[src/rtl/rpd_pkg.sv]
// Shared constants, types and helpers of the run-length pattern decoder.
`default_nettype none

package rpd_pkg;

  localparam int MAX_GRID = 1024;
  localparam int POS_W    = $clog2(MAX_GRID);
  localparam int SIZE_W   = POS_W + 1;
  localparam int CFG_W    = 11;
  localparam int CHAR_W   = 8;
  localparam int RUN_W    = 16;
  localparam int DVD_W    = RUN_W + 1;
  localparam int CNT_W    = $clog2(DVD_W);
  localparam int OFS_W    = ((POS_W > CFG_W) ? POS_W : CFG_W) + 2;
  localparam int PROD_W   = RUN_W + 4;
  localparam int CFG_IDX_W = 2;
  localparam int IN_TDATA_W  = 8;
  localparam int OUT_FLD_W   = 2 * POS_W + SIZE_W;
  localparam int OUT_TDATA_W = ((OUT_FLD_W + 7) / 8) * 8;

  localparam logic [RUN_W-1:0]  RUN_MAX     = '1;
  localparam logic [CFG_W-1:0]  GRID_RESET  = CFG_W'(64);

  localparam logic [CHAR_W-1:0] CH_NUL    = 8'h00;
  localparam logic [CHAR_W-1:0] CH_BANG   = 8'h21;
  localparam logic [CHAR_W-1:0] CH_DOLLAR = 8'h24;
  localparam logic [CHAR_W-1:0] CH_ZERO   = 8'h30;
  localparam logic [CHAR_W-1:0] CH_NINE   = 8'h39;
  localparam logic [CHAR_W-1:0] CH_B      = 8'h62;
  localparam logic [CHAR_W-1:0] CH_O      = 8'h6F;

  typedef enum logic [CFG_IDX_W-1:0] {
    CFG_GRID_W   = 2'd0,
    CFG_GRID_H   = 2'd1,
    CFG_ANCHOR_X = 2'd2,
    CFG_ANCHOR_Y = 2'd3
  } cfg_idx_e;

  typedef enum logic [2:0] {
    TOK_SKIP,
    TOK_DIGIT,
    TOK_FIN,
    TOK_COL,
    TOK_SPAN,
    TOK_ROW,
    TOK_OTHER
  } tok_e;

  typedef enum logic [1:0] {
    MOP_X,
    MOP_Y,
    MOP_COL,
    MOP_ROW
  } mop_e;

  typedef enum logic [3:0] {
    ST_IDLE,
    ST_X_GO,
    ST_X_WAIT,
    ST_Y_GO,
    ST_Y_WAIT,
    ST_C_GO,
    ST_C_WAIT,
    ST_R_GO,
    ST_R_WAIT,
    ST_EMIT
  } state_e;

  typedef struct packed {
    logic load;
    logic mod_start;
    mop_e mop;
    logic emit;
  } rpd_cmd_t;

  typedef struct packed {
    tok_e tok;
    tok_e tok_q;
    logic mod_done;
    logic out_free;
  } rpd_status_t;

  // zero counts as one, oversize clamps to the largest grid
  function automatic logic [SIZE_W-1:0] eff_size(input logic [CFG_W-1:0] v);
    logic [SIZE_W-1:0] r;
    if (v == '0) begin
      r = SIZE_W'(1);
    end else if (int'(v) > MAX_GRID) begin
      r = SIZE_W'(MAX_GRID);
    end else begin
      r = SIZE_W'(v);
    end
    return r;
  endfunction

endpackage

`default_nettype wire

[src/rtl/rpd_mod.sv]
// Iterative restoring remainder unit, one dividend bit per cycle, with sign fix-up.
`default_nettype none

module rpd_mod (
  input  wire logic                      clk_i,
  input  wire logic                      rst_ni,
  input  wire logic                      start_i,
  input  wire logic [rpd_pkg::DVD_W-1:0]  dvd_i,
  input  wire logic [rpd_pkg::SIZE_W-1:0] div_i,
  input  wire logic                      neg_i,
  output logic                           done_o,
  output logic [rpd_pkg::POS_W-1:0]      rem_o
);
  import rpd_pkg::*;

  logic              busy_q, busy_d;
  logic              done_q, done_d;
  logic [CNT_W-1:0]  cnt_q, cnt_d;
  logic [DVD_W-1:0]  dvd_q, dvd_d;
  logic [SIZE_W-1:0] div_q, div_d;
  logic              neg_q, neg_d;
  logic [POS_W-1:0]  rem_q, rem_d;
  logic [SIZE_W-1:0] trial;
  logic [SIZE_W-1:0] diff;

  always_comb begin
    trial  = {rem_q, dvd_q[DVD_W-1]};
    diff   = trial - div_q;
    busy_d = busy_q;
    done_d = 1'b0;
    cnt_d  = cnt_q;
    dvd_d  = dvd_q;
    div_d  = div_q;
    neg_d  = neg_q;
    rem_d  = rem_q;
    if (start_i) begin
      busy_d = 1'b1;
      cnt_d  = '0;
      dvd_d  = dvd_i;
      div_d  = div_i;
      neg_d  = neg_i;
      rem_d  = '0;
    end else if (busy_q) begin
      rem_d = (trial >= div_q) ? diff[POS_W-1:0] : trial[POS_W-1:0];
      dvd_d = {dvd_q[DVD_W-2:0], 1'b0};
      cnt_d = cnt_q + 1'b1;
      if (cnt_q == CNT_W'(DVD_W - 1)) begin
        busy_d = 1'b0;
        done_d = 1'b1;
      end
    end
  end

  always_ff @(posedge clk_i or negedge rst_ni) begin
    if (!rst_ni) begin
      busy_q <= 1'b0;
      done_q <= 1'b0;
      cnt_q  <= '0;
    end else begin
      busy_q <= busy_d;
      done_q <= done_d;
      cnt_q  <= cnt_d;
    end
  end

  always_ff @(posedge clk_i) begin
    dvd_q <= dvd_d;
    div_q <= div_d;
    neg_q <= neg_d;
    rem_q <= rem_d;
  end

  // floor modulo of a negative value: mirror a non-zero remainder
  logic [SIZE_W-1:0] mirror;
  assign mirror = div_q - SIZE_W'(rem_q);
  assign rem_o  = (neg_q && (rem_q != '0)) ? mirror[POS_W-1:0] : rem_q;
  assign done_o = done_q;

`ifndef SYNTHESIS
  a_no_restart: assert property (@(posedge clk_i) disable iff (!rst_ni)
    start_i |-> !busy_q) else $error("remainder unit restarted while busy");
  a_rem_range: assert property (@(posedge clk_i) disable iff (!rst_ni)
    done_q |-> (SIZE_W'(rem_o) < div_q)) else $error("remainder not below divisor");
  a_done_after_busy: assert property (@(posedge clk_i) disable iff (!rst_ni)
    done_q |-> ($past(busy_q) && !busy_q)) else $error("done without a finished run");
  a_cnt_range: assert property (@(posedge clk_i) disable iff (!rst_ni)
    busy_q |-> (cnt_q < CNT_W'(DVD_W))) else $error("step counter overran");
`endif

endmodule

`default_nettype wire

[src/rtl/rpd_datapath.sv]
// Datapath: config registers, position and run state, operand select and result register.
`default_nettype none

module rpd_datapath (
  input  wire logic                           clk_i,
  input  wire logic                           rst_ni,
  input  wire logic                           cfg_valid_i,
  input  wire logic [rpd_pkg::CFG_IDX_W-1:0]  cfg_index_i,
  input  wire logic [rpd_pkg::CFG_W-1:0]      cfg_data_i,
  input  wire logic [rpd_pkg::IN_TDATA_W-1:0] in_tdata_i,
  input  wire logic                           in_tuser_i,
  input  wire logic                           out_tready_i,
  output logic                                out_tvalid_o,
  output logic [rpd_pkg::OUT_TDATA_W-1:0]     out_tdata_o,
  output logic                                out_tuser_o,
  input  wire rpd_pkg::rpd_cmd_t              cmd_i,
  output rpd_pkg::rpd_status_t                status_o
);
  import rpd_pkg::*;

  logic [CFG_W-1:0]  gw_cfg_q, gw_cfg_d, gh_cfg_q, gh_cfg_d;
  logic [CFG_W-1:0]  ax_q, ax_d, ay_q, ay_d;
  logic [POS_W-1:0]  col_q, col_d, row_q, row_d;
  logic [RUN_W-1:0]  run_q, run_d;
  logic              done_q, done_d;
  tok_e              tok_q, tok_d;
  mop_e              mop_q, mop_d;
  logic [RUN_W-1:0]  runw_q, runw_d;
  logic [POS_W-1:0]  spx_q, spx_d, spy_q, spy_d;
  logic              ovld_q, ovld_d;
  logic [OUT_TDATA_W-1:0] odata_q, odata_d;
  logic              ouser_q, ouser_d;

  logic [CHAR_W-1:0] ch;
  logic              start;
  logic [RUN_W-1:0]  run_base;
  logic [PROD_W-1:0] prod;
  tok_e              tok;
  logic [SIZE_W-1:0] gw, gh;
  logic [SIZE_W-1:0] span_len;
  logic [OFS_W-1:0]  ofs, mag;
  logic              mod_done;
  logic [POS_W-1:0]  mod_rem;
  logic [DVD_W-1:0]  mod_dvd;
  logic [SIZE_W-1:0] mod_div;
  logic              mod_neg;

  assign ch    = in_tdata_i[CHAR_W-1:0];
  assign start = in_tuser_i;
  assign gw    = eff_size(gw_cfg_q);
  assign gh    = eff_size(gh_cfg_q);

  always_comb begin
    run_base = start ? '0 : run_q;
    prod = PROD_W'({run_base, 3'b000}) + PROD_W'({run_base, 1'b0})
         + PROD_W'(ch - CH_ZERO);
    if (done_q && !start) begin
      tok = TOK_SKIP;
    end else if (ch >= CH_ZERO && ch <= CH_NINE) begin
      tok = TOK_DIGIT;
    end else if (ch == CH_NUL || ch == CH_BANG) begin
      tok = TOK_FIN;
    end else if (ch == CH_B) begin
      tok = TOK_COL;
    end else if (ch == CH_O) begin
      tok = TOK_SPAN;
    end else if (ch == CH_DOLLAR) begin
      tok = TOK_ROW;
    end else begin
      tok = TOK_OTHER;
    end
  end

  // remainder operand: signed anchor offsets go in as magnitude plus sign
  always_comb begin
    ofs     = '0;
    mod_dvd = '0;
    mod_div = gw;
    mod_neg = 1'b0;
    unique case (cmd_i.mop)
      MOP_X: begin
        ofs     = OFS_W'(signed'(ax_q)) + OFS_W'(col_q);
        mod_div = gw;
      end
      MOP_Y: begin
        ofs     = OFS_W'(signed'(ay_q)) + OFS_W'(row_q);
        mod_div = gh;
      end
      MOP_COL: begin
        mod_dvd = DVD_W'(col_q) + DVD_W'(runw_q);
        mod_div = gw;
      end
      MOP_ROW: begin
        mod_dvd = DVD_W'(row_q) + DVD_W'(runw_q);
        mod_div = gh;
      end
      default: ;
    endcase
    mag = ofs[OFS_W-1] ? (~ofs + 1'b1) : ofs;
    if (cmd_i.mop == MOP_X || cmd_i.mop == MOP_Y) begin
      mod_neg = ofs[OFS_W-1];
      mod_dvd = DVD_W'(mag);
    end
  end

  rpd_mod u_mod (
    .clk_i   (clk_i),
    .rst_ni  (rst_ni),
    .start_i (cmd_i.mod_start),
    .dvd_i   (mod_dvd),
    .div_i   (mod_div),
    .neg_i   (mod_neg),
    .done_o  (mod_done),
    .rem_o   (mod_rem)
  );

  assign span_len = (SIZE_W'(runw_q) > gw || runw_q > RUN_W'(gw)) ? gw
                                                                  : SIZE_W'(runw_q);

  always_comb begin
    gw_cfg_d = gw_cfg_q;
    gh_cfg_d = gh_cfg_q;
    ax_d     = ax_q;
    ay_d     = ay_q;
    col_d    = col_q;
    row_d    = row_q;
    run_d    = run_q;
    done_d   = done_q;
    tok_d    = tok_q;
    mop_d    = mop_q;
    runw_d   = runw_q;
    spx_d    = spx_q;
    spy_d    = spy_q;
    ovld_d   = ovld_q;
    odata_d  = odata_q;
    ouser_d  = ouser_q;

    if (cfg_valid_i) begin
      unique case (cfg_idx_e'(cfg_index_i))
        CFG_GRID_W:   gw_cfg_d = cfg_data_i;
        CFG_GRID_H:   gh_cfg_d = cfg_data_i;
        CFG_ANCHOR_X: ax_d     = cfg_data_i;
        CFG_ANCHOR_Y: ay_d     = cfg_data_i;
        default: ;
      endcase
    end

    if (cmd_i.load) begin
      tok_d = tok;
      if (start) begin
        col_d  = '0;
        row_d  = '0;
        run_d  = '0;
        done_d = 1'b0;
      end
      case (tok)
        TOK_SKIP: ;
        TOK_DIGIT: run_d = (prod > PROD_W'(RUN_MAX)) ? RUN_MAX : prod[RUN_W-1:0];
        default: begin
          run_d  = '0;
          runw_d = (run_base == '0) ? RUN_W'(1) : run_base;
          if (tok == TOK_FIN) begin
            done_d = 1'b1;
          end
        end
      endcase
    end

    if (cmd_i.mod_start) begin
      mop_d = cmd_i.mop;
    end

    if (mod_done) begin
      unique case (mop_q)
        MOP_X:   spx_d = mod_rem;
        MOP_Y:   spy_d = mod_rem;
        MOP_COL: col_d = mod_rem;
        MOP_ROW: begin
          row_d = mod_rem;
          col_d = '0;
        end
        default: ;
      endcase
    end

    if (ovld_q && out_tready_i) begin
      ovld_d = 1'b0;
    end
    if (cmd_i.emit) begin
      ovld_d = 1'b1;
      if (tok_q == TOK_FIN) begin
        odata_d = '0;
        ouser_d = 1'b1;
      end else begin
        odata_d = OUT_TDATA_W'({span_len, spy_q, spx_q});
        ouser_d = 1'b0;
      end
    end
  end

  always_ff @(posedge clk_i or negedge rst_ni) begin
    if (!rst_ni) begin
      gw_cfg_q <= GRID_RESET;
      gh_cfg_q <= GRID_RESET;
      ax_q     <= '0;
      ay_q     <= '0;
      col_q    <= '0;
      row_q    <= '0;
      run_q    <= '0;
      done_q   <= 1'b0;
      tok_q    <= TOK_SKIP;
      mop_q    <= MOP_X;
      ovld_q   <= 1'b0;
    end else begin
      gw_cfg_q <= gw_cfg_d;
      gh_cfg_q <= gh_cfg_d;
      ax_q     <= ax_d;
      ay_q     <= ay_d;
      col_q    <= col_d;
      row_q    <= row_d;
      run_q    <= run_d;
      done_q   <= done_d;
      tok_q    <= tok_d;
      mop_q    <= mop_d;
      ovld_q   <= ovld_d;
    end
  end

  always_ff @(posedge clk_i) begin
    runw_q  <= runw_d;
    spx_q   <= spx_d;
    spy_q   <= spy_d;
    odata_q <= odata_d;
    ouser_q <= ouser_d;
  end

  assign status_o.tok      = tok;
  assign status_o.tok_q    = tok_q;
  assign status_o.mod_done = mod_done;
  assign status_o.out_free = !ovld_q || out_tready_i;

  assign out_tvalid_o = ovld_q;
  assign out_tdata_o  = odata_q;
  assign out_tuser_o  = ouser_q;

endmodule

`default_nettype wire

[src/rtl/rpd_ctrl.sv]
// Controller: sequences token decode, remainder operations and result hand-off.
`default_nettype none

module rpd_ctrl (
  input  wire logic                 clk_i,
  input  wire logic                 rst_ni,
  input  wire logic                 in_tvalid_i,
  output logic                      in_tready_o,
  input  wire rpd_pkg::rpd_status_t status_i,
  output rpd_pkg::rpd_cmd_t         cmd_o
);
  import rpd_pkg::*;

  state_e state_q, state_d;

  always_ff @(posedge clk_i or negedge rst_ni) begin
    if (!rst_ni) begin
      state_q <= ST_IDLE;
    end else begin
      state_q <= state_d;
    end
  end

  always_comb begin
    state_d         = state_q;
    in_tready_o     = 1'b0;
    cmd_o.load      = 1'b0;
    cmd_o.mod_start = 1'b0;
    cmd_o.mop       = MOP_X;
    cmd_o.emit      = 1'b0;
    unique case (state_q)
      ST_IDLE: begin
        in_tready_o = 1'b1;
        if (in_tvalid_i) begin
          cmd_o.load = 1'b1;
          case (status_i.tok)
            TOK_FIN:  state_d = ST_EMIT;
            TOK_COL:  state_d = ST_C_GO;
            TOK_SPAN: state_d = ST_X_GO;
            TOK_ROW:  state_d = ST_R_GO;
            default:  state_d = ST_IDLE;
          endcase
        end
      end
      ST_X_GO: begin
        cmd_o.mod_start = 1'b1;
        cmd_o.mop       = MOP_X;
        state_d         = ST_X_WAIT;
      end
      ST_X_WAIT: if (status_i.mod_done) state_d = ST_Y_GO;
      ST_Y_GO: begin
        cmd_o.mod_start = 1'b1;
        cmd_o.mop       = MOP_Y;
        state_d         = ST_Y_WAIT;
      end
      ST_Y_WAIT: if (status_i.mod_done) state_d = ST_C_GO;
      ST_C_GO: begin
        cmd_o.mod_start = 1'b1;
        cmd_o.mop       = MOP_COL;
        state_d         = ST_C_WAIT;
      end
      ST_C_WAIT: begin
        if (status_i.mod_done) begin
          state_d = (status_i.tok_q == TOK_SPAN) ? ST_EMIT : ST_IDLE;
        end
      end
      ST_R_GO: begin
        cmd_o.mod_start = 1'b1;
        cmd_o.mop       = MOP_ROW;
        state_d         = ST_R_WAIT;
      end
      ST_R_WAIT: if (status_i.mod_done) state_d = ST_IDLE;
      ST_EMIT: begin
        // hold until the result register has room
        if (status_i.out_free) begin
          cmd_o.emit = 1'b1;
          state_d    = ST_IDLE;
        end
      end
      default: state_d = ST_IDLE;
    endcase
  end

endmodule

`default_nettype wire

[src/rtl/rle_pattern_decoder_core.sv]
// Top level of the run-length pattern decoder: controller plus datapath.
// Usage:
//  s_axis carries one pattern character per request: tdata[7:0] is the byte,
//  tuser marks the first byte of a pattern (clears position, run and finish).
//  m_axis returns spans: tdata holds span_x, span_y, span_len from bit 0 up,
//  tuser high for the finished marker (all tdata zero then).
//  cfg writes grid width/height and signed anchors by index 0..3; only
//  write while the core is idle. cfg_ready_o is always high.
// Sequencing: digits, unknown and ignored bytes are handled in the idle state. 'b' and '$'
//  run the remainder unit once, 'o' three times (anchor x, anchor y, column), each run
//  working one dividend bit per cycle (17 steps, once per wrapped coordinate).
//  Terminators go to the emit state and wait there for room in the result register.
// The result register decouples the sides: a new byte is accepted while a
//  span waits, but a further span waits in the controller until the
//  receiver takes the pending one.
// Reset clears position, run, finish flag and sets a 64 x 64 grid at origin.
`default_nettype none

module rle_pattern_decoder_core (
  input  wire logic                           clk_i,
  input  wire logic                           rst_ni,
  input  wire logic                           s_axis_tvalid,
  output logic                                s_axis_tready,
  input  wire logic [rpd_pkg::IN_TDATA_W-1:0] s_axis_tdata,  // char_code
  input  wire logic                           s_axis_tuser,  // start_flag
  output logic                                m_axis_tvalid,
  input  wire logic                           m_axis_tready,
  output logic [rpd_pkg::OUT_TDATA_W-1:0]     m_axis_tdata,  // span_x, span_y, span_len
  output logic                                m_axis_tuser,  // finished
  input  wire logic                           cfg_valid_i,
  output logic                                cfg_ready_o,
  input  wire logic [rpd_pkg::CFG_IDX_W-1:0]  cfg_index_i,
  input  wire logic [rpd_pkg::CFG_W-1:0]      cfg_data_i
);
  import rpd_pkg::*;

  rpd_cmd_t    cmd;
  rpd_status_t status;

  assign cfg_ready_o = 1'b1;

  rpd_ctrl u_ctrl (
    .clk_i       (clk_i),
    .rst_ni      (rst_ni),
    .in_tvalid_i (s_axis_tvalid),
    .in_tready_o (s_axis_tready),
    .status_i    (status),
    .cmd_o       (cmd)
  );

  rpd_datapath u_datapath (
    .clk_i        (clk_i),
    .rst_ni       (rst_ni),
    .cfg_valid_i  (cfg_valid_i),
    .cfg_index_i  (cfg_index_i),
    .cfg_data_i   (cfg_data_i),
    .in_tdata_i   (s_axis_tdata),
    .in_tuser_i   (s_axis_tuser),
    .out_tready_i (m_axis_tready),
    .out_tvalid_o (m_axis_tvalid),
    .out_tdata_o  (m_axis_tdata),
    .out_tuser_o  (m_axis_tuser),
    .cmd_i        (cmd),
    .status_o     (status)
  );

endmodule

`default_nettype wire

[config.mk]
export PLATFORM = sky130hd
export DESIGN_NAME = rle_pattern_decoder_core
export DESIGN_NICKNAME = d
export VERILOG_FILES = /design/src/rtl/rpd_pkg.sv /design/src/rtl/rpd_mod.sv /design/src/rtl/rpd_datapath.sv /design/src/rtl/rpd_ctrl.sv /design/src/rtl/rle_pattern_decoder_core.sv
export SDC_FILE = /design/constraint.sdc
export NUM_CORES = 1
export LEC_CHECK = 0
export BUFFER_PORTS_ARGS = -buffer_cell sky130_fd_sc_hd__clkbuf_2
export CAP_MARGIN = 30
export CELL_PAD_IN_SITES_DETAIL_PLACEMENT = 2
export CELL_PAD_IN_SITES_GLOBAL_PLACEMENT = 2
export CORE_UTILIZATION = 30
export CTS_BUF_LIST = sky130_fd_sc_hd__clkbuf_4
export DETAILED_ROUTE_END_ITERATION = 12
export MAX_ROUTING_LAYER = met4
export PLACE_DENSITY = 0.69
export SYNTH_ARGS = -nofsm -noshare
export SYNTH_HDL_FRONTEND = slang
export SYNTH_SLANG_ARGS = --single-unit
export TNS_END_PERCENT = 20
[constraint.sdc]
create_clock -name clk_i -period 7.24 [get_ports clk_i]
set_input_delay 1.448 -clock clk_i [delete_from_list [all_inputs] [get_ports clk_i]]
set_output_delay 1.448 -clock clk_i [all_outputs]
set_load 0.05 [all_outputs]
==> results of run 1 <==
[state kept, by name, summed over array words and instances (netlist names), 11 cells and up]
register                count
u_datapath.u_mod.dvd_q     17
u_datapath.ax_q            11
u_datapath.out_tdata_o     31
u_datapath.run_q           16
u_datapath.gw_cfg_q        11
u_datapath.u_mod.div_q     11
u_datapath.runw_q          16
u_datapath.gh_cfg_q        11
u_datapath.ay_q            11
[worst register-to-register path, stage by stage (launching register included)]
cell and delay, ps:
dfrtp_1 530, nand2b_1 250, inv_2 530, nand3_1 570, mux2_2 430, ha_1 180
inv_1 60, fa_1 400, nor2b_1 120, o21ai_0 110, a21o_1 220, a31oi_1 280
a21o_1 170, a21o_1 180, nand4_1 170, xor2_1 180, o31ai_1 200
[layer usage]
| layer | part of all wire, % | wire length [um] |
|---|---|---|
| met5 | 0 | 0 |
| met4 | 2.3 | 997 |
| met3 | 3.8 | 1650 |
| met2 | 48 | 21000 |
| met1 | 46 | 19700 |
[where the power goes]
group / internal [W] / leakage [nW] / switching, W
Sequential: 0.00127 / 2.15 / 0.0000538
Combinational: 0.000214 / 3.92 / 0.000321
Clock: 0.000580 / 0.473 / 0.000557
[final cells by class]
| class | count | area (sq um) | share of cell area [%] |
|---|---|---|---|
| Clock inverter | 23 | 108 | 0.730 |
| Tap cell | 577 | 722 | 4.90 |
| Multi-Input combinational cell | 964 | 6850 | 46.5 |
| Clock buffer | 91 | 683 | 4.64 |
| Sequential cell | 205 | 5570 | 37.8 |
| Antenna cell | 3 | 7.51 | 0.0509 |
| Inverter | 105 | 394 | 2.67 |
| Timing Repair Buffer | 71 | 402 | 2.73 |
[cells in the final DEF (no fill, tap or decap), types with 9 or more instances in the layout]
| cell | Yosys | final |
|---|---|---|
| nand3b_1 | 10 | 10 |
| edfxtp_1 | 97 | 97 |
| nand4_1 | 12 | 12 |
| inv_1 | 102 | 102 |
| nor2_1 | 91 | 90 |
| a21oi_1 | 79 | 79 |
| o211ai_1 | 9 | 9 |
| a211oi_1 | 11 | 11 |
| mux2_2 | 55 | 55 |
| clkinv_1 | 1 | 15 |
| nand2_1 | 124 | 124 |
| nor4_1 | 13 | 13 |
| ha_1 | 88 | 88 |
| clkbuf_4 | 0 | 91 |
| xor2_1 | 20 | 20 |
| o21a_1 | 10 | 10 |
| nor3_1 | 18 | 18 |
| dfxtp_1 | 10 | 10 |
| fa_1 | 20 | 20 |
| nand3_1 | 20 | 20 |
| xnor2_1 | 30 | 30 |
| mux2i_1 | 15 | 15 |
| o21ai_0 | 104 | 103 |
| dfrtp_1 | 96 | 96 |
| buf_4 | 2 | 10 |
| a21o_1 | 17 | 17 |
| clkbuf_2 | 0 | 59 |
| nand2b_1 | 27 | 27 |
| a221o_1 | 14 | 14 |
| a31oi_1 | 9 | 9 |
| nor2b_1 | 50 | 50 |
[through the flow]
step | total power (W) | setup WS (ps) | std cells
after global placement | 0.00185 | 1290 | 1919
final | 0.00299 | 1880 | 2039
after global routing | 0.00316 | 1620 | 2039
after floorplan | 0.00168 | 1890 | 1318
after detailed placement | 0.00187 | 1070 | 1921
after CTS | 0.00303 | 1900 | 2035
[kinds of logic after synthesis]
group           after synthesis
compound gates              326
other cells                   2
simple gates                407
mux                          70
flops                       205
buf+inv                     149
fa+ha+maj                   108
xor+xnor                     51
[worst paths after layout]
check | from | end | slack (ps) | cells past startpoint
worst max-delay path | s_axis_tdata[4] | u_datapath.run_q[11] | 1880 | 15
worst min-delay path | u_datapath.tok_q[1] | u_datapath.tok_q[1] | 490 | 2
worst max register to register | u_ctrl.state_q[3] | u_datapath.u_mod.dvd_q[14] | 2490 | 16
worst min register to register | u_datapath.tok_q[1] | u_datapath.tok_q[1] | 490 | 2
max in group asynchronous | rst_ni | u_datapath.run_q[12] | 5300 | 2
min in group asynchronous | rst_ni | u_datapath.ax_q[4] | 580 | 1
==> key figures, run 1 <==
Final layout
  • Share of post-route cells with drive strength above 1: between 10% and 20%
  • Final Net Count: 1542
  • Count of filler cells inserted in the layout: 4691
  • Area overhead of the layout relative to synthesis: 13.6%
  • Share of the core filled with cells in the final layout: 34.8%
  • Post-route design area: 0.0147 sq mm

Synthesis
  • Compound-cell area share of the yosys netlist: 15.9%
  • Cell with the most instances after synthesis: nand2_1
  • Synth Cell Area: approximately 0.013 sq mm
  • Top cells by instance count after synthesis: 124 x nand2_1, 104 x o21ai_0, 102 x inv_1
  • EDFF count, synth: 97
  • Combinational family with the most area after synthesis: compound AO/OA/AOI/OAI gates
  • Primary flip-flop cell chosen by synthesis mapping: edfxtp_1
  • Adder-cell area share of the yosys netlist: 11.6%
  • Share of synthesized flip-flops with an asynchronous set or reset: 47.8%
  • Portion of the post-synthesis area used by sequential elements: 42.9%
  • Average instance area after synthesis: 9.85 sq um
  • Top cells by area, synth: edfxtp_1 22%, dfrtp_1 19%, ha_1 8.5%
  • Fraction of post-synthesis cell area in the top cell type by area: between 20% and 30%
  • Fraction of synthesized cell area in xor and xnor cells: under 10%
  • Unique cell type count in the Yosys netlist: 77
  • Mux cell area share after synthesis: 5.93%
  • Number of warning messages in the yosys log: 0
  • Library cell occupying the most area in the post-synthesis netlist: edfxtp_1
  • Synth Instances: 1318
  • Simple-Gate Fraction of Synth Area: 15.6%
  • Post-synth net total: 1453
  • Yosys reg bits: slightly above 200

Timing
  • Post-layout minimum cycle time: 5360 ps
  • Unrepaired setup endpoints after global routing: false
  • TNS Setup: 0 ps
  • Clock skew after layout: ~83 ps
  • Fin Hold WS: 494 ps
  • Period Utilization, post-route: 74.1%
  • Count of endpoints failing setup in the final report: 0
  • Worst-case headroom to the max-slew limit: 22.6%
  • Fin. Hold Viols: 0
  • Worst-Margin Slew: approximately 1200 ps
  • Pins over their slew limit: 0
  • Max frequency: 0.186 GHz

CTS
  • TritonCTS clock tree: built
  • TritonCTS Buffers: 60
  • Deepest level of the CTS H-tree: 2
  • Buffers from clock root to sink, at most: 3
  • Root buffer selected by CTS: clkbuf_4
  • CTS Hold Buffers Added: 0
  • Number of clock sinks seen by CTS: 205
  • Clock input transition at the sequential cells of the worst setup and hold paths: 60 ps
  • Cells resized by post-CTS repair: 0
  • Worst-Skew Late Latency: 820 ps
  • Post-CTS setup buffer count: 0

Place
  • Placed Instance Area: 0.0139 sq mm
  • Final RePlAce weighted congestion: 0.839
  • Estimated wirelength of the detail-placed design: 33300 um
  • I/O Buffers: 60

Setup path
  • Required time worst endpoint: 7870 ps
  • Cell with the largest stage delay on the worst path: fa_1
  • Type of the setup path with the least slack: in2reg
  • CP arrival: between 5000 and 6000 ps
  • Top Family by Delay on Critical Path: compound AO/OA/AOI/OAI gates
  • Number of buffer and inverter instances along the worst setup path: 2
  • Critical path's largest stage delay: around 510 ps
  • Maximum fanout encountered on the critical timing path: 14
  • Cells traversed along the worst timing path: clkbuf_2 > ha_1 > or3_1 > inv_1 > fa_1 > ha_1 > a2111oi_0 > o21ai_1 > nand3_1 > a21oi_2 > nor3_1 > mux2_2 > nor4_4 > a21boi_2 > a221o_1
  • Endpoint kind of the worst setup timing path: register
  • Cell occurring most often along the worst timing path: ha_1
  • Crit start category: primary input

Outcome
  • Run status: completed

Power
  • Cell leakage power: between 6 and 7 nW
  • IR drop worst, VDD: 0.0883 mV
  • Power per Cell Area: 203 mW/mm^2

Run
  • Max-cap violations: 0

Floorplanning
  • Floorplan core area: 0.0423 sq mm
  • Chip Height: around 210 um
  • X dimension of the die: roughly 210 um
  • FP Rows: 75
  • Die Area: roughly 0.044 sq mm
  • Number of I/O pins: 63
  • Starting Density: 30.7%

Global route
  • GR peak layer: met2
  • Antenna violations before repair: 2
  • First-pass GRT wire length: a little under 70000 um
  • Routing usage on met2: 34.2%
  • Fraction of met3 tracks used by global routing: 3.28%
  • Largest net degree at the start of global routing: 64
  • Gr usage total: 20.7%
  • Routing usage on met1: 26.2%
  • Sum of overflow across all layers after global routing: 0
  • Number of global-route vias before repair: 11471

Route
  • Per-cell routed wire length: 21.3 um
  • Detailed router's first-iteration violation count: 397
  • Via density per instance: 5.21
  • Number of design rule violations left after detail routing: 0
  • Vias: 10625
  • Detailed Routing Iterations Pass 1: 5
  • Wire length after detailed routing: 43300 um
  • Remaining antenna violation count after routing: 0

Worst hold path
  • Type of the worst min-delay path: reg2reg
No activity file was read; power rests on OpenSTA's default activity.
==> inputs of run 2 (changes only) <==
--- a/config.mk
+++ b/config.mk
@@ -13,7 +13,7 @@
 export CTS_BUF_LIST = sky130_fd_sc_hd__clkbuf_4
 export DETAILED_ROUTE_END_ITERATION = 12
 export MAX_ROUTING_LAYER = met4
-export PLACE_DENSITY = 0.69
+export PLACE_DENSITY = 0.71
 export SYNTH_ARGS = -nofsm -noshare
 export SYNTH_HDL_FRONTEND = slang
 export SYNTH_SLANG_ARGS = --single-unit
==> constraint.sdc (replaced) <==
create_clock -name clk_i -period 4.9 [get_ports clk_i]
set_input_delay 0.98 -clock clk_i [delete_from_list [all_inputs] [get_ports clk_i]]
set_output_delay 0.98 -clock clk_i [all_outputs]
set_load 0.05 [all_outputs]
==> key figures, run 2 (synthesized netlist as in run 1, its figures left out) <==
Route
  • Number of design rule violations left after detail routing: 0 (unchanged)
  • Via density per instance: 5.18 (was 5.21)
  • Remaining antenna violation count after routing: 0 (unchanged)
  • Vias: 10748 (was 10625)
  • Detailed Routing Iterations Pass 1: 6 (was 5)
  • Wire length after detailed routing: 43400 um (was 43300 um)
  • Detailed router's first-iteration violation count: 400 (was 397)
  • Per-cell routed wire length: 20.9 um (was 21.3 um)

Floorplanning
  • Floorplan core area: 0.0423 sq mm (unchanged)
  • Number of I/O pins: 63 (unchanged)
  • X dimension of the die: 210 um (unchanged)
  • FP Rows: 75 (unchanged)
  • Starting Density: 30.7% (unchanged)
  • Chip Height: 210 um (unchanged)
  • Die Area: 0.0441 sq mm (unchanged)

Setup path
  • Cell occurring most often along the worst timing path: ha_1 (unchanged)
  • Number of buffer and inverter instances along the worst setup path: 3 (was 2)
  • Endpoint kind of the worst setup timing path: register (unchanged)
  • CP arrival: 4890 ps (was 5990 ps)
  • Critical path's largest stage delay: 460 ps (was 510 ps)
  • Cells traversed along the worst timing path: clkbuf_2 > ha_1 > or3_1 > inv_1 > fa_1 > ha_1 > a2111oi_0 > o21ai_1 > nand3_1 > a21oi_2 > nor3_1 > mux2_2 > nor4_4 > a21boi_2 > buf_12 > a221o_1 (was clkbuf_2 > ha_1 > or3_1 > inv_1 > fa_1 > ha_1 > a2111oi_0 > o21ai_1 > nand3_1 > a21oi_2 > nor3_1 > mux2_2 > nor4_4 > a21boi_2 > a221o_1)
  • Total stage count of the critical path: 16 (was 15)
  • Cell with the largest stage delay on the worst path: fa_1 (unchanged)
  • Maximum fanout encountered on the critical timing path: 14 (unchanged)
  • Top Family by Delay on Critical Path: simple AND/OR/NAND/NOR gates (was compound AO/OA/AOI/OAI gates)
  • Required time worst endpoint: 5510 ps (was 7870 ps)
  • Crit start category: primary input (unchanged)
  • Type of the setup path with the least slack: in2reg (unchanged)
  • Cell count of the worst reg-to-reg path: 15 (was 16)

Outcome
  • Run status: completed (unchanged)

CTS
  • TritonCTS Buffers: 60 (unchanged)
  • Worst-Skew Late Latency: 780 ps (was 820 ps)
  • CTS Hold Buffers Added: 0 (unchanged)
  • Clock input transition at the sequential cells of the worst setup and hold paths: 70 ps (was 60 ps)
  • Post-CTS setup buffer count: 0 (unchanged)
  • Cells resized by post-CTS repair: 0 (unchanged)
  • Number of clock sinks seen by CTS: 205 (unchanged)
  • Buffers from clock root to sink, at most: 3 (unchanged)
  • TritonCTS clock tree: built (unchanged)
  • Root buffer selected by CTS: clkbuf_4 (unchanged)
  • Deepest level of the CTS H-tree: 2 (unchanged)

Timing
  • Pins over their slew limit: 0 (unchanged)
  • Count of endpoints failing setup in the final report: 0 (unchanged)
  • Fin. Hold Viols: 0 (unchanged)
  • Unrepaired setup endpoints after global routing: false (unchanged)
  • Setup WS post-layout: 617 ps (was 1880 ps)
  • Worst-case headroom to the max-slew limit: 35.9% (was 22.6%)
  • Post-layout minimum cycle time: 4280 ps
  • Clock skew after layout: 55.4 ps (was 82.6 ps)
  • Period Utilization, post-route: 87.4%
  • Max frequency: about 0.23 GHz
  • TNS Setup: 0 ps (unchanged)
  • Fin Hold WS: 239 ps (was 494 ps)
  • Worst-Margin Slew: 962 ps (was 1160 ps)

Power
  • Power per Cell Area: 297 mW/mm^2 (was 203 mW/mm^2)
  • Share of total power in the clock network: 38.8% (was 38.0%)
  • Proportion of power drawn by combinational gates: 17.9% (about the same)
  • Cell leakage power: 6.73 nW (was 6.54 nW)
  • Design internal power: 0.00309 W (was 0.00206 W)
  • Switching part of the total power: 30.8% (was 31.1%)
  • Switching power: 0.00138 W (was 0.000932 W)
  • IR drop worst, VDD: 0.115 mV (was 0.0883 mV)
  • Reg power frac: 43.3% (was 44.1%)

Global route
  • Sum of overflow across all layers after global routing: 0 (unchanged)
  • First-pass GRT wire length: 68400 um (was 67600 um)
  • Gr usage total: 20.8% (was 20.7%)
  • Largest net degree at the start of global routing: 49 (was 64)
  • Antenna violations before repair: 1 (was 2)
  • Number of global-route vias before repair: 11901 (was 11471)

Place
  • Final RePlAce weighted congestion: 0.839 (about the same)
  • Pre-CTS WS: -99.3 ps (was 1070 ps)
  • Number of placed instances, taps included: 1956 (was 1921)
  • Estimated wirelength of the detail-placed design: 33500 um (was 33300 um)
  • I/O Buffers: 60 (unchanged)

Final layout
  • Most frequent cells in the layout: 124 x nand2_1, 103 x o21ai_0, 102 x inv_1 (unchanged)
  • Count of filler cells inserted in the layout: 4692 (was 4691)
  • Share of post-route cells with drive strength above 1: 18.3% (was 16.8%)
  • Area of the multi-input gates: 0.00685 sq mm (unchanged)
  • Area overhead of the layout relative to synthesis: 15.9% (was 13.6%)
  • Sequential cell area: 0.00557 sq mm (unchanged)
  • Commonest non-fill, non-tap cell in the layout: nand2_1 (unchanged)
  • Max FFs per register: 31 (unchanged)
  • Number of standard cells in the layout, taps in and fillers out: 2073 (was 2039)
  • Final Net Count: 1578 (was 1542)

Run
  • Max-cap violations: 0 (unchanged)

Worst hold path
  • Type of the worst min-delay path: in2async (was reg2reg)
-- run 2: changes by cell type in the layout (fill, tap and decap cells not counted), sizes merged --
cell      previous run  this run
diode                3         1
bufinv               0         2
buf                 12        47
clkinvlp             1         0
inv                106       104
clkinv              21        30
clkbuf             150       143
-- run 2: cell type report --
| class | instances | share of cell area (%) |
|---|---|---|
| clock buffer | 83 | 4.14 |
| tap | 577 | 4.80 |
| clock inverter | 31 | 1.19 |
| antenna | 1 | 0.0166 |
| inverter | 105 | 2.62 |
| multi-input combinational | 964 | 45.6 |
| sequential | 205 | 37.0 |
| timing repair buffer | 107 | 4.62 |
-- run 2: per-stage QoR --
stage                     util (%)  cell area (sq um)  power (W)
after floorplan                  -              13000    0.00249
after CTS                     35.4              15000    0.00454
after global routing          35.5              15000    0.00471
after detailed placement      33.5              14200    0.00276
after global placement        33.5              14200    0.00273
final                         35.5              15000    0.00447
-- run 2: worst paths after layout --
check | from | to | slack [ps]
min in group clk_i | u_datapath.run_q[9] | u_datapath.run_q[9] | 490
max in group asynchronous | rst_ni | u_datapath.gh_cfg_q[6] | 3720
hold reg to reg | u_datapath.run_q[9] | u_datapath.run_q[9] | 490
setup / recovery | s_axis_tdata[4] | u_datapath.run_q[10] | 620
hold / removal | rst_ni | u_datapath.ay_q[2] | 240
setup reg to reg | u_datapath.run_q[4] | u_datapath.run_q[10] | 900
-- run 2: power by group through the flow --
stage | combinational [W] | sequential (W) | clock (W)
2_1_floorplan | 0.000546 | 0.00194 | 0
3_3_place_gp | 0.000763 | 0.00197 | 0
3_5_place_dp | 0.000793 | 0.00197 | 0
4_1_cts | 0.000802 | 0.00194 | 0.00180
5_1_grt | 0.000880 | 0.00194 | 0.00189
6_report | 0.000800 | 0.00194 | 0.00173
-- run 2: metal layers --
layer	vias to the layer above	global-route usage (%)	share of wire (%)
li1	5006	-	-
met1	5520	25.1	44
met2	154	35.9	51
met3	68	2.67	2.7
met4	0	6.77	2.6
met5	-	-	0
==> inputs of run 3 (changes only) <==
--- a/config.mk
+++ b/config.mk
@@ -13,7 +13,7 @@
 export CTS_BUF_LIST = sky130_fd_sc_hd__clkbuf_4
 export DETAILED_ROUTE_END_ITERATION = 12
 export MAX_ROUTING_LAYER = met4
-export PLACE_DENSITY = 0.71
+export PLACE_DENSITY_LB_ADDON = 0.08
 export SYNTH_ARGS = -nofsm -noshare
 export SYNTH_HDL_FRONTEND = slang
 export SYNTH_SLANG_ARGS = --single-unit
==> constraint.sdc (replaced) <==
create_clock -name clk_i -period 5.1 [get_ports clk_i]
set_input_delay 1.02 -clock clk_i [delete_from_list [all_inputs] [get_ports clk_i]]
set_output_delay 1.02 -clock clk_i [all_outputs]
set_load 0.05 [all_outputs]
==> key figures, run 3 (synthesized netlist as in run 1, its figures left out) <==
Outcome
  • Run status: completed (unchanged)

Timing
  • Worst-case headroom to the max-slew limit: 28.7% (was 35.9%)
  • Unrepaired setup endpoints after global routing: false (unchanged)
  • Worst-Margin Slew: 1070 ps (was 962 ps)
  • TNS Setup: 0 ps (unchanged)
  • Period Utilization, post-route: between 80% and 90%
  • Clock skew after layout: 32.7 ps (was 55.4 ps)
  • Pins over their slew limit: 0 (unchanged)
  • Fin. Hold Viols: 0 (unchanged)
  • Setup WS post-layout: 680 ps (was 617 ps)
  • Max frequency: 0.226 GHz
  • Count of endpoints failing setup in the final report: 0 (unchanged)
  • Post-layout minimum cycle time: between 4000 and 5000 ps

Setup path
  • Maximum fanout encountered on the critical timing path: 14 (unchanged)
  • Launch point of the critical path: s_axis_tdata[5] (was s_axis_tdata[4])
  • Critical path's largest stage delay: 450 ps (was 460 ps)
  • Endpoint kind of the worst setup timing path: register (unchanged)
  • Type of the setup path with the least slack: in2reg (unchanged)
  • Required time worst endpoint: 5700 ps (was 5510 ps)
  • Cells traversed along the worst timing path: clkbuf_2 > ha_1 > or3_1 > inv_1 > fa_1 > ha_1 > a2111oi_0 > o21ai_1 > nand3_1 > a21oi_2 > nor3_1 > mux2_2 > nor4_4 > a21boi_2 > buf_4 > a221o_1 (was clkbuf_2 > ha_1 > or3_1 > inv_1 > fa_1 > ha_1 > a2111oi_0 > o21ai_1 > nand3_1 > a21oi_2 > nor3_1 > mux2_2 > nor4_4 > a21boi_2 > buf_12 > a221o_1)
  • CP arrival: 5020 ps (was 4890 ps)
  • Top Family by Delay on Critical Path: simple AND/OR/NAND/NOR gates (unchanged)
  • Number of buffer and inverter instances along the worst setup path: 3 (unchanged)
  • Cell with the largest stage delay on the worst path: fa_1 (unchanged)
  • Cell occurring most often along the worst timing path: ha_1 (unchanged)
  • Startpoint of the lowest-slack register-to-register path: u_ctrl.state_q[3] (was u_datapath.run_q[4])
  • Crit start category: primary input (unchanged)

Route
  • Per-cell routed wire length: 21.4 um (was 20.9 um)
  • Via density per instance: 5.09 (was 5.18)
  • Detailed Routing Iterations Pass 1: 5 (was 6)
  • Vias: 10479 (was 10748)
  • Wire length after detailed routing: 44000 um (was 43400 um)
  • Number of design rule violations left after detail routing: 0 (unchanged)
  • Remaining antenna violation count after routing: 0 (unchanged)
  • Detailed router's first-iteration violation count: 436 (was 400)

Worst hold path
  • Type of the worst min-delay path: in2async (unchanged)

Final layout
  • Number of standard cells in the layout, taps in and fillers out: 2057 (was 2073)
  • Area overhead of the layout relative to synthesis: 15.1% (was 15.9%)
  • Count of filler cells inserted in the layout: 4682 (was 4692)
  • Max FFs per register: 31 (unchanged)
  • Most frequent cells in the layout: 124 x nand2_1, 104 x clkbuf_4, 103 x o21ai_0 (was 124 x nand2_1, 103 x o21ai_0, 102 x inv_1)
  • Share of post-route cells with drive strength above 1: 18.3% (about the same)
  • Commonest non-fill, non-tap cell in the layout: nand2_1 (unchanged)
  • Final Net Count: 1566 (was 1578)

Place
  • Estimated wirelength of the detail-placed design: 34200 um (was 33500 um)
  • Pre-CTS WS: -107 ps (was -99.3 ps)
  • I/O Buffers: 60 (unchanged)
  • Number of placed instances, taps included: 1939 (was 1956)
  • Final RePlAce weighted congestion: 0.820 (was 0.839)

Global route
  • Number of global-route vias before repair: 11419 (was 11901)
  • Gr usage total: 21.2% (was 20.8%)
  • Largest net degree at the start of global routing: 67 (was 49)
  • First-pass GRT wire length: 68300 um (was 68400 um)
  • Antenna violations before repair: 2 (was 1)
  • Sum of overflow across all layers after global routing: 0 (unchanged)

Floorplanning
  • Number of I/O pins: 63 (unchanged)
  • Chip Height: 210 um (unchanged)
  • Die Area: 0.0441 sq mm (unchanged)
  • X dimension of the die: 210 um (unchanged)
  • Floorplan core area: 0.0423 sq mm (unchanged)
  • Starting Density: 30.7% (unchanged)
  • FP Rows: 75 (unchanged)

CTS
  • Cells resized by post-CTS repair: 0 (unchanged)
  • Clock input transition at the sequential cells of the worst setup and hold paths: 60 ps (was 70 ps)
  • Root buffer selected by CTS: clkbuf_4 (unchanged)
  • Deepest level of the CTS H-tree: 3 (was 2)
  • TritonCTS Buffers: 66 (was 60)
  • Post-CTS setup buffer count: 0 (unchanged)
  • Worst-Skew Late Latency: 740 ps (was 780 ps)
  • Buffers from clock root to sink, at most: 3 (unchanged)
  • CTS Hold Buffers Added: 0 (unchanged)
  • TritonCTS clock tree: built (unchanged)
  • Number of clock sinks seen by CTS: 205 (unchanged)

Power
  • IR drop worst, VDD: 0.100 mV (was 0.115 mV)
  • Power per Cell Area: 293 mW/mm^2 (was 297 mW/mm^2)
  • Cell leakage power: 6.67 nW (was 6.73 nW)
  • Design Power: 0.00438 W (was 0.00447 W)

Run
  • Max-cap violations: 0 (unchanged)
-- run 3: cell count changes in the layout (fill, tap and decap cells not counted) --
cell and delta:
diode_2 +1, buf_6 -2, clkbuf_4 +21, nor3b_2 -1, inv_2 +3, buf_12 -1, clkinv_1 -15, buf_4 -15
clkinv_2 -8, bufinv_16 -1, clkbuf_8 -1, buf_16 +1, nor3b_1 +1, clkinvlp_4 +1
-- run 3: final timing paths --
check | to | slack (ps) | cells past startpoint
setup / recovery | u_datapath.run_q[4] | 680 | 16
hold / removal | u_datapath.ay_q[4] | 80 | 1
setup reg to reg | u_datapath.u_mod.dvd_q[10] | 890 | 16
hold reg to reg | u_datapath.tok_q[1] | 490 | 2
max in group asynchronous | u_datapath.run_q[9] | 3920 | 3
min in group clk_i | u_datapath.tok_q[1] | 490 | 2
-- run 3: metrics by stage --
stage                     instance area [sq um]  util [%]  hold WS, ps
after CTS                                 14900      35.2          368
after detailed placement                  14100      33.2          490
after global routing                      14900      35.3         15.9
final                                     14900      35.3         83.5
after global placement                    14000      33.2          469
after floorplan                           13000         -          451
-- run 3: final cells by class --
| cell class | instances | area [sq um] | share of cell area, % |
|---|---|---|---|
| antenna | 2 | 5.00 | 0.0335 |
| clock buffer | 104 | 781 | 5.23 |
| clock inverter | 11 | 71.3 | 0.477 |
| inverter | 105 | 394 | 2.64 |
| multi-input combinational | 964 | 6850 | 45.8 |
| sequential | 205 | 5570 | 37.3 |
| tap | 577 | 722 | 4.83 |
| timing repair buffer | 89 | 553 | 3.70 |
-- run 3: metal layers --
layer  global-route usage, %  routed length [um]
met1                    27.4               20900
met2                    34.5               21100
met3                    3.38                1330
met4                    5.39                 658
met5                       -                   0
-- run 3: worst register-to-register path: stages (launching register included) --
cell and delay, ps:
dfrtp_1 530, nand2b_1 250, inv_2 80, nand3_1 490, mux2_2 470, ha_1 190
inv_1 60, fa_1 410, nor2b_1 120, o21ai_0 130, a21o_1 220, a31oi_1 240
a21o_1 160, a21o_1 170, xor2_1 190, mux2i_1 100, o211ai_1 210
-- run 3: where the power goes --
group	total, W	switching, W	leakage [nW]	internal [W]
Combinational	0.000767	0.000457	4.01	0.000310
Clock	0.00175	0.000780	0.515	0.000968
Sequential	0.00187	0.0000687	2.15	0.00180
